==> src/hdl/ihc_pkg.sv <==
// ----------------------------------------------------------------------------
// ihc_pkg
// Shared types and constants for the IPv4 header checker.
// ----------------------------------------------------------------------------
package ihc_pkg;

    // Verdict codes, first failing check wins
    typedef enum logic [2:0] {
        VERDICT_ACCEPT   = 3'd0,
        VERDICT_TTL      = 3'd1,
        VERDICT_VERSION  = 3'd2,
        VERDICT_HDR_LEN  = 3'd3,
        VERDICT_DEST     = 3'd4,
        VERDICT_CHECKSUM = 3'd5
    } t_verdict;

    localparam logic [3:0]  IPV4_VERSION  = 4'd4;
    localparam logic [3:0]  MIN_IHL       = 4'd5;
    localparam logic [5:0]  MIN_HDR_BYTES = 6'd20;
    localparam logic [5:0]  POS_VER_IHL   = 6'd0;
    localparam logic [5:0]  POS_TTL       = 6'd8;
    localparam logic [5:0]  POS_DST_FIRST = 6'd16;
    localparam logic [5:0]  POS_DST_LAST  = 6'd19;
    localparam logic [31:0] BCAST_ADDR    = 32'hFFFF_FFFF;
    localparam logic [15:0] SUM_GOOD      = 16'hFFFF;

    // Result of one header byte, parser to top level
    typedef struct packed {
        logic       valid;
        t_verdict   verdict;
        logic [5:0] header_bytes;
    } t_ihc_result;

endpackage

==> src/hdl/ihc_parser.sv <==
// ----------------------------------------------------------------------------
// ihc_parser
// Per-packet header state: field capture, ones' complement sum, verdict.
// ----------------------------------------------------------------------------
module ihc_parser import ihc_pkg::*; (
    input  logic        i_clk,
    input  logic        i_rst_n,
    input  logic        i_step,       // byte in the input register is consumed
    input  logic [7:0]  i_byte,
    input  logic        i_sop,
    input  logic [31:0] i_local_addr,
    output t_ihc_result o_res
);

    logic        r_done;
    logic [5:0]  r_pos;
    logic [3:0]  r_ihl;
    logic [3:0]  r_ver;
    logic [7:0]  r_ttl;
    logic [31:0] r_dst;
    logic [15:0] r_sum;
    logic [7:0]  r_pend;

    logic        active;
    logic [5:0]  pos;
    logic [5:0]  n_pos;
    logic [3:0]  n_ihl;
    logic [3:0]  n_ver;
    logic [7:0]  n_ttl;
    logic [31:0] n_dst;
    logic [15:0] sum_base;
    logic [16:0] sum_wide;
    logic [15:0] sum_fold;
    logic [15:0] n_sum;
    logic [5:0]  ihl_bytes;
    logic [5:0]  hdr_len;
    logic        fire;
    t_verdict    verdict;

    // Byte position and header fields after this byte
    assign active = i_sop | ~r_done;
    assign pos    = i_sop ? POS_VER_IHL : r_pos;
    assign n_pos  = pos + 6'd1;
    assign n_ihl  = (pos == POS_VER_IHL) ? i_byte[3:0] : r_ihl;
    assign n_ver  = (pos == POS_VER_IHL) ? i_byte[7:4] : r_ver;
    assign n_ttl  = (pos == POS_TTL) ? i_byte : r_ttl;
    assign n_dst  = (pos >= POS_DST_FIRST && pos <= POS_DST_LAST) ?
                    {r_dst[23:0], i_byte} : r_dst;

    // Ones' complement add of each completed 16-bit word
    assign sum_base = i_sop ? 16'd0 : r_sum;
    assign sum_wide = {1'b0, sum_base} + {1'b0, r_pend, i_byte};
    assign sum_fold = sum_wide[15:0] + {15'd0, sum_wide[16]};
    assign n_sum    = pos[0] ? sum_fold : sum_base;

    // Header ends after max(20, IHL*4) bytes
    assign ihl_bytes = {n_ihl, 2'b00};
    assign hdr_len   = (ihl_bytes < MIN_HDR_BYTES) ? MIN_HDR_BYTES : ihl_bytes;
    assign fire      = active && (n_pos >= hdr_len);

    // Checks in priority order
    always_comb begin
        priority if (n_ttl == 8'd0) begin
            verdict = VERDICT_TTL;
        end else if (n_ver != IPV4_VERSION) begin
            verdict = VERDICT_VERSION;
        end else if (n_ihl < MIN_IHL) begin
            verdict = VERDICT_HDR_LEN;
        end else if (n_dst != i_local_addr && n_dst != BCAST_ADDR) begin
            verdict = VERDICT_DEST;
        end else if (n_sum != SUM_GOOD) begin
            verdict = VERDICT_CHECKSUM;
        end else begin
            verdict = VERDICT_ACCEPT;
        end
    end

    assign o_res.valid        = fire;
    assign o_res.verdict      = verdict;
    assign o_res.header_bytes = hdr_len;

    // Control state
    always_ff @(posedge i_clk) begin
        if (!i_rst_n) begin
            r_done <= 1'b1;
            r_pos  <= '0;
        end else if (i_step && active) begin
            r_done <= fire;
            r_pos  <= n_pos;
        end
    end

    // Header fields; start of packet overwrites everything before use
    always_ff @(posedge i_clk) begin
        if (i_step && active) begin
            r_ihl <= n_ihl;
            r_ver <= n_ver;
            r_ttl <= n_ttl;
            r_dst <= n_dst;
            r_sum <= n_sum;
            if (!pos[0]) begin
                r_pend <= i_byte;
            end
        end
    end

endmodule

==> config.mk <==
export PLATFORM = sky130hd
export DESIGN_NAME = ihc_parser
export DESIGN_NICKNAME = d
export VERILOG_FILES = /design/src/hdl/ihc_pkg.sv /design/src/hdl/ihc_parser.sv
export SDC_FILE = /design/constraint.sdc
export NUM_CORES = 1
export LEC_CHECK = 0
export BUFFER_PORTS_ARGS = -buffer_cell sky130_fd_sc_hd__buf_2
export CAP_MARGIN = 20
export CORE_UTILIZATION = 55
export DETAILED_ROUTE_END_ITERATION = 10
export PLACE_DENSITY = 0.78
export SETUP_SLACK_MARGIN = 0.15
export SYNTH_ARGS = -nofsm -noshare
export SYNTH_HDL_FRONTEND = slang
export SYNTH_SLANG_ARGS = --single-unit
==> constraint.sdc <==
create_clock -name i_clk -period 5.91 [get_ports i_clk]
set_clock_uncertainty 0.05 [all_clocks]
set_input_delay 0.2955 -clock i_clk [delete_from_list [all_inputs] [get_ports i_clk]]
set_output_delay 0.2955 -clock i_clk [all_outputs]
set_load 0.005 [all_outputs]
==> run summary, run 1 <==
Die X-Extent = 104.4 um
fillcell total = 816
clock power share = 0.270
Slew HR = 0.3823
run status = completed
critical path's slowest cell = or3b_2
dpl hpwl = 10,240 um
Sw Ratio = 0.2963
Core Util, Final = 0.6296
clock-pin slew on the worst setup and hold paths = 0.08 ns
Pleak = 0.002465 uW
post-route setup TNS = 0 ns
initial antenna violation count = 0
Seq cells post-synth = 79
R2R Path Start = r_sum[0]$_DFFE_PP_
wirelength, routed = 13,900 um
Final Max Slew Viols = 0
Reg area = 2302 um^2
CTS buffer count = 9
reg-to-reg endpoint = r_sum[15]$_DFFE_PP_
I/O Pins = 54
Hold-fix buffers, CTS = 0
R2R cell count = 22
Hold Worst Slack = 0.1590 ns
DRC viols = 0
Critical Path Sink = o_res[6]
Worst Setup End Kind = output port
Tmin final = 5.520 ns
CTS tree = done
crit path max fanout = 5
Primary FF master, synth = edfxtp_1
Synth area leader = edfxtp_1
Comb pwr share = 0.244
die area = 10,910 um^2
footprint of the multi-input gates = 3233 um^2
Root Buffer Master = clkbuf_8
final setup vio count = 0
Place WS = 0.3644 ns
CP Class = reg -> out
number of flops mapped to enable cells by yosys = 72
via count = 4,659
# diodes = 0
worst vdd rail ir drop = 0.1846 mV
main area contributors after synthesis = edfxtp_1 37%, mux2i_1 8.0%, xor2_1 5.5%, ha_1 4.3%, xnor2_1 4.1%
share of cells above drive strength 1 = 0.2083
Post-Place Cells = 744
vias per inst = 6.090
Mapped Cells = 572
startpoint types = flop
ANT nets after route = 0
CP most frequent cell = nand3_2
Fmax achieved = 181.2 MHz
DRT Pass-1 Iters = 6
largest net degree at the start of global routing = 57
Hold Crit Start = i_rst_n
Worst Path Required = 5.56 ns
register area share after synthesis = 0.3990
clk_lat worst skew = 0.34 ns
worst-margin pin slew = 0.9204 ns
Starting Density = 0.5640
Synth cell types = 69
initial DRC count = 310
first-pass GRT wire length = 22,120 um
crit-path cells = nor2b_1 -> ha_2 -> fa_2 -> a21oi_1 -> or3b_2 -> nand3_2 -> nand3_2 -> a31oi_2 -> o21ai_1 -> a21boi_1 -> o21ai_0 -> nand2b_1 -> ha_2 -> nand3_2 -> nor4_4 -> nand3_2 -> or2_0 -> buf_4 -> nor2_1 -> nor4b_2 -> o21ai_0 -> a211o_1 -> a211o_1 -> buf_2
Sw Pwr = 408.3 uW
All-Layer GR Usage = 0.2595
YS warnings = 0
r2r setup slk = 1.50 ns
Flop pwr share = 0.486
# Max-Cap Violations = 0
placer congestion estimate = 1.006
Crit. Startpoint = r_sum[0]$_DFFE_PP_
IO Port Bufs = 51
vias in the first global route = 4,584
Pwr Density = 213.9 nW/um^2
area of the core = 10,230 um^2
cell row count = 37
GR Overflow Total = 0
Syn-to-layout area delta = 11.62%
routed len/inst = 18.16 um
critical path arrival = 5.17 ns
Die H = 104.4 um
async set-reset flop share out of synthesis = 0
Mapped Area = 5771 um^2
clock sinks = 79
Final Net Count = 690
non-filler cells, final = 765
clock buffer depth = 2
Hold Vio Cnt, Final = 0
CP max stage delay = 0.48 ns
HP Class = in -> reg
crit share post-route = 0.9340
CTS H-tree depth = 3
Yosys top cell area share = 0.3747
RSZ-0062 raised after global routing = no
final worst slack = 0.3902 ns
syn_area_per_cell = 10.09 um^2
Pint = 969.5 uW
-- cell families after synthesis --
kind of cell,Yosys count,share of synthesized area
flops,79,0.3990
buf+inv,76,0.05486
other cells,1,0.0006499
fa+ha+maj,25,0.05399
simple gates,179,0.1717
compound gates,87,0.1112
mux,61,0.1091
xor+xnor,64,0.09952
-- area by class of cell --
type | count | area share
multi-input combinational | 418 | 0.5019
sequential | 79 | 0.3574
timing repair buffer | 66 | 0.05711
inverter | 51 | 0.02972
tap | 136 | 0.02642
clock buffer | 9 | 0.01923
clock inverter | 6 | 0.008159
-- registers in the layout (all words and copies together) (netlist names) --
register  flops
r_ver         4
r_ttl         8
r_ihl         4
r_pos         6
r_done        1
r_dst        32
r_pend        8
r_sum        16
-- metal layers --
metal | up-vias | track usage | wire length (um)
met5 | - | 0 | 0
met4 | 0 | 0.1429 | 544
met3 | 49 | 0.04010 | 893
met2 | 211 | 0.4134 | 6498
met1 | 2209 | 0.3384 | 5960
li1 | 2190 | - | -
-- power groups by stage --
stage	combinational, uW	clock (uW)	sequential [uW]
finish	336	372	670
global route	364	403	674
CTS	320	384	669
detailed placement	317	0	682
global placement	306	0	680
floorplan	235	0	672
-- worst max-delay path: cells and delay by family (launching register included) --
family	cells	cell delay [ns]
flops	1	0.34
compound gates	8	1.47
simple gates	11	2.03
buf+inv	2	0.30
fa+ha+maj	3	0.69
-- synthesized netlist by cell type (all sizes together) (3+ instances only) --
cell type,number
mux2i,46
and3,3
nor2,37
nand4,16
o21ai,19
nand2,27
a31o,5
xnor2,27
a21oi,15
a2111oi,4
a311oi,3
o31ai,3
nor4,19
or2,4
o211ai,3
nand3,14
inv,51
or3,4
nor2b,24
a211oi,6
a31oi,6
buf,12
a21o,4
dfxtp,7
a211o,3
xor2,36
ha,20
nor3b,3
and2,5
edfxtp,72
mux2,15
nand2b,5
nor3,11
maj3,4
clkbuf,13
-- layout by cell type (no fill, tap or decap), types with 5 or more instances in the layout --
master    netlist  layout
mux2i_1        46      46
ha_1           20      17
nor3_1         11      10
dfxtp_1         7       7
xor2_1         36      36
buf_4           5      15
nor2_1         37      37
edfxtp_1       72      72
nand2_1        27      27
buf_2           4      51
o21ai_0        18      17
nand3_2         2       5
a31oi_1         6       5
nand4_1        16      16
nand3_1        12       9
xnor2_1        27      26
clkbuf_8        0       9
inv_1          51      50
mux2_2         15      15
a21oi_1        15      15
nor2b_1        23      23
nor4_1         17      16
nand2b_1        5       5
a31o_2          5       5
-- worst min-delay path by stage --
stage,endpoint,slack [ns],cells past startpoint
2_1_floorplan,r_done$_SDFFE_PN1P_,0.33,1
4_1_cts,r_done$_SDFFE_PN1P_,0.14,2
6_report,r_done$_SDFFE_PN1P_,0.16,2
5_1_grt,r_done$_SDFFE_PN1P_,0.15,2
3_3_place_gp,r_done$_SDFFE_PN1P_,0.44,2
3_5_place_dp,r_done$_SDFFE_PN1P_,0.45,2
-- through the flow --
stage                     area (um^2)  power (uW)
after floorplan                  5774       907.7
after detailed placement         6148       998.5
after CTS                        6332        1373
final                            6441        1378
after global placement           6148       986.0
after global routing             6441        1440
-- timing repair --
| item | in CTS | in global routing |
|---|---|---|
| endpoints found under the setup margin | 1 | 2 |
| setup buffers | 0 | 6 |
| gates resized for setup | 2 | 14 |
| pin swaps | 0 | 7 |
(Power assumes the default switching activity.)
==> inputs of run 2 (changes only) <==
ABC_AREA = 1   (was default)
==> run 2 against run 1 <==
Compared with the run above:
- sequential share of layout area up 0.18 points
- critical path depth rose by 9
- final area is 0.51% lower
- fmax grew 14%
- count of clock-buffer cells in the layout unchanged
- global-route usage up 0.17 points
- non-clock buffer count is 13 lower
- sequential power rose by 2%
- clock power is 3% higher
- setup slack improved by 0.67 ns
- die area increased by 2.3%
- final cell count grew 24%
- critical path type is now in -> out
- largest power group unchanged
==> run summary, run 2 <==
Die H = 105.6 um (+1.1%)
area of the core = 10,370 um^2 (+1.4%)
largest net degree at the start of global routing = 70 (+23%)
# diodes = 0 (unchanged)
Pwr Density = 228.3 nW/um^2 (+6.7%)
Syn-to-layout area delta = 8.563%
cell row count = 37 (unchanged)
Root Buffer Master = clkbuf_8
critical path's slowest cell = buf_2
largest registers = r_dst (32), r_sum (16)
Yosys top cell area share = 0.3663 (-0.008418)
routed len/inst = 14.69 um (-19%)
CTS buffer count = 9 (unchanged)
run status = completed
CP Class = in -> out
R2R cell count = 25 (+14%)
clock sinks = 79 (unchanged)
Die X-Extent = 105.6 um (+1.1%)
fillcell total = 928 (+14%)
wirelength, routed = 13,970 um (+0.54%)
reg-to-reg endpoint = r_sum[14]$_DFFE_PP_
CTS H-tree depth = 3 (unchanged)
Pleak = 0.003043 uW (+23%)
worst-margin pin slew = 0.8850 ns (-0.03541 ns)
Slew HR = 0.4100 (+0.02772)
CTS tree = done
IO Port Bufs = 51 (unchanged)
CTS resizes = 0 (-2)
Synth cell types = 43 (-38%)
initial DRC count = 379 (+22%)
Final Max Slew Viols = 0 (unchanged)
DRC viols = 0 (unchanged)
vias in the first global route = 4,845 (+5.7%)
first-pass GRT wire length = 22,960 um (+3.8%)
critical path arrival = 4.50 ns (-0.67 ns)
die area = 11,150 um^2 (+2.3%)
Hold Vio Cnt, Final = 0 (unchanged)
largest register by flop count = r_dst
Fmax achieved = 206.2 MHz (+14%)
vias per inst = 5.407 (-11%)
Tmin final = 4.849 ns (-0.6704 ns)
CP max stage delay = 0.37 ns (-0.11 ns)
r2r setup slk = 2.05 ns (+0.55 ns)
dpl hpwl = 10,850 um (+6.0%)
Mapped Cells = 763 (+33%)
Seq cells post-synth = 79 (unchanged)
Mapped Area = 5903 um^2 (+2.3%)
number of flops mapped to enable cells by yosys = 72 (unchanged)
most frequent cells in the layout = 180 x nand2_1, 117 x inv_1, 72 x edfxtp_1
R2R Path Start = r_sum[0]$_DFFE_PP_
leading cell type by number of instances after synthesis = nand2_1
YS warnings = 0 (unchanged)
Final Net Count = 875 (+27%)
final setup vio count = 0 (unchanged)
All-Layer GR Usage = 0.2613 (+0.001738)
post-route setup TNS = 0 ns (unchanged)
crit path max fanout = 21 (+16)
GR Overflow Total = 0 (unchanged)
worst vdd rail ir drop = 0.1457 mV (-21%)
register area share after synthesis = 0.3900 (-0.008963)
non-filler cells, final = 951 (+24%)
Commonest cells post-synth = 180 x nand2_1, 118 x inv_1, 72 x edfxtp_1, 60 x nor2_1, 46 x nand3_1
syn_area_per_cell = 7.737 um^2 (-23%)
placer congestion estimate = 0.9071 (-9.9%)
RSZ-0062 raised after global routing = no
Post-Place Cells = 935 (+26%)
async set-reset flop share out of synthesis = 0 (unchanged)
clock buffer depth = 2 (unchanged)
commonest non-fill, non-tap cell in the layout = nand2_1
DRT Pass-1 Iters = 5 (-1)
clock-pin slew on the worst setup and hold paths = 0.08 ns (about the same)
Hold Worst Slack = 0.1234 ns (-0.03559 ns)
Primary FF master, synth = edfxtp_1
crit share post-route = 0.8205 (-0.1134)
Synth area leader = edfxtp_1
Post-CTS Setup Bufs = 0 (unchanged)
Hold-fix buffers, CTS = 0 (unchanged)
# Max-Cap Violations = 0 (unchanged)
I/O Pins = 54 (unchanged)
number of flip-flops under the largest register name = 32 (unchanged)
Crit. Startpoint = i_sop
share of cells above drive strength 1 = 0.1865 (-0.02176)
Worst Setup End Kind = output port
initial antenna violation count = 0 (unchanged)
main area contributors after synthesis = edfxtp_1 37%, nand2_1 11%, inv_1 7.5%, ha_1 4.2%, nand3_1 3.9%
Critical Path Sink = o_res[6]
Starting Density = 0.5693 (+0.005236)
via count = 5,142 (+10%)
HP Class = in -> reg
CP most frequent cell = nand2_1
startpoint types = input pin
clk_lat worst skew = 0.36 ns (+0.02 ns)
ANT nets after route = 0 (unchanged)
Worst Path Required = 5.56 ns (about the same)
## run 2: report_power, final
part	switching [uW]	internal, uW
Clock	225	157
Combinational	269	130
Sequential	16.6	665
## run 2: how the worst min path moves through the flow
stage | slack (ns) | from | end | cells after the start
floorplan | 0.34 | i_byte[0] | r_pend[0]$_DFFE_PP_ | 0
global placement | 0.39 | r_pos[1]$_SDFFE_PN0P_ | r_pos[1]$_SDFFE_PN0P_ | 2
detailed placement | 0.40 | r_pos[1]$_SDFFE_PN0P_ | r_pos[1]$_SDFFE_PN0P_ | 2
CTS | 0.11 | i_byte[2] | r_pend[2]$_DFFE_PP_ | 1
global route | 0.12 | i_byte[2] | r_pend[2]$_DFFE_PP_ | 1
finish | 0.12 | i_byte[2] | r_pend[2]$_DFFE_PP_ | 1
## run 2: critical path, delay by kind of cell
kind,cells,cell delay [ns]
and+or+nand+nor,21,2.05
buffers and inverters,5,0.97
AOI/OAI and AO/OA,4,0.46
adders and majority gates,3,0.74
## run 2: logic make-up after synthesis
| kind of cell | count (synthesis) | synth area share |
|---|---|---|
| mux | 2 | 0.003815 |
| other cells | 1 | 0.0006353 |
| fa+ha+maj | 21 | 0.04578 |
| flops | 79 | 0.3900 |
| simple gates | 382 | 0.3137 |
| xor+xnor | 36 | 0.05341 |
| compound gates | 94 | 0.08944 |
| buf+inv | 148 | 0.1032 |
## run 2: area by class of cell
type	count	area, um^2	area share
clock inverter	7	56.30	0.008786
multi-input combinational	537	2998	0.4678
inverter	130	488.0	0.07614
sequential	79	2302	0.3592
tap	136	170.2	0.02655
timing repair buffer	53	270.3	0.04217
clock buffer	9	123.9	0.01933
## run 2: metal layers
layer  part of all wire  GRT usage  vias up
met2               0.47     0.4309      172
met4              0.030     0.1012        0
li1                   -          -     2578
met5                  0          0        -
met1               0.45     0.3511     2361
met3              0.052    0.03278       31
## run 2: per-stage QoR
step	power (uW)	worst slack, ns	cell area, um^2	utilization
2_1_floorplan	987.0	2.055	5907	-
3_3_place_gp	1076	1.308	6228	0.6006
3_5_place_dp	1089	1.158	6228	0.6006
4_1_cts	1465	1.156	6409	0.6180
5_1_grt	1544	0.6299	6409	0.6180
6_report	1463	1.061	6409	0.6180
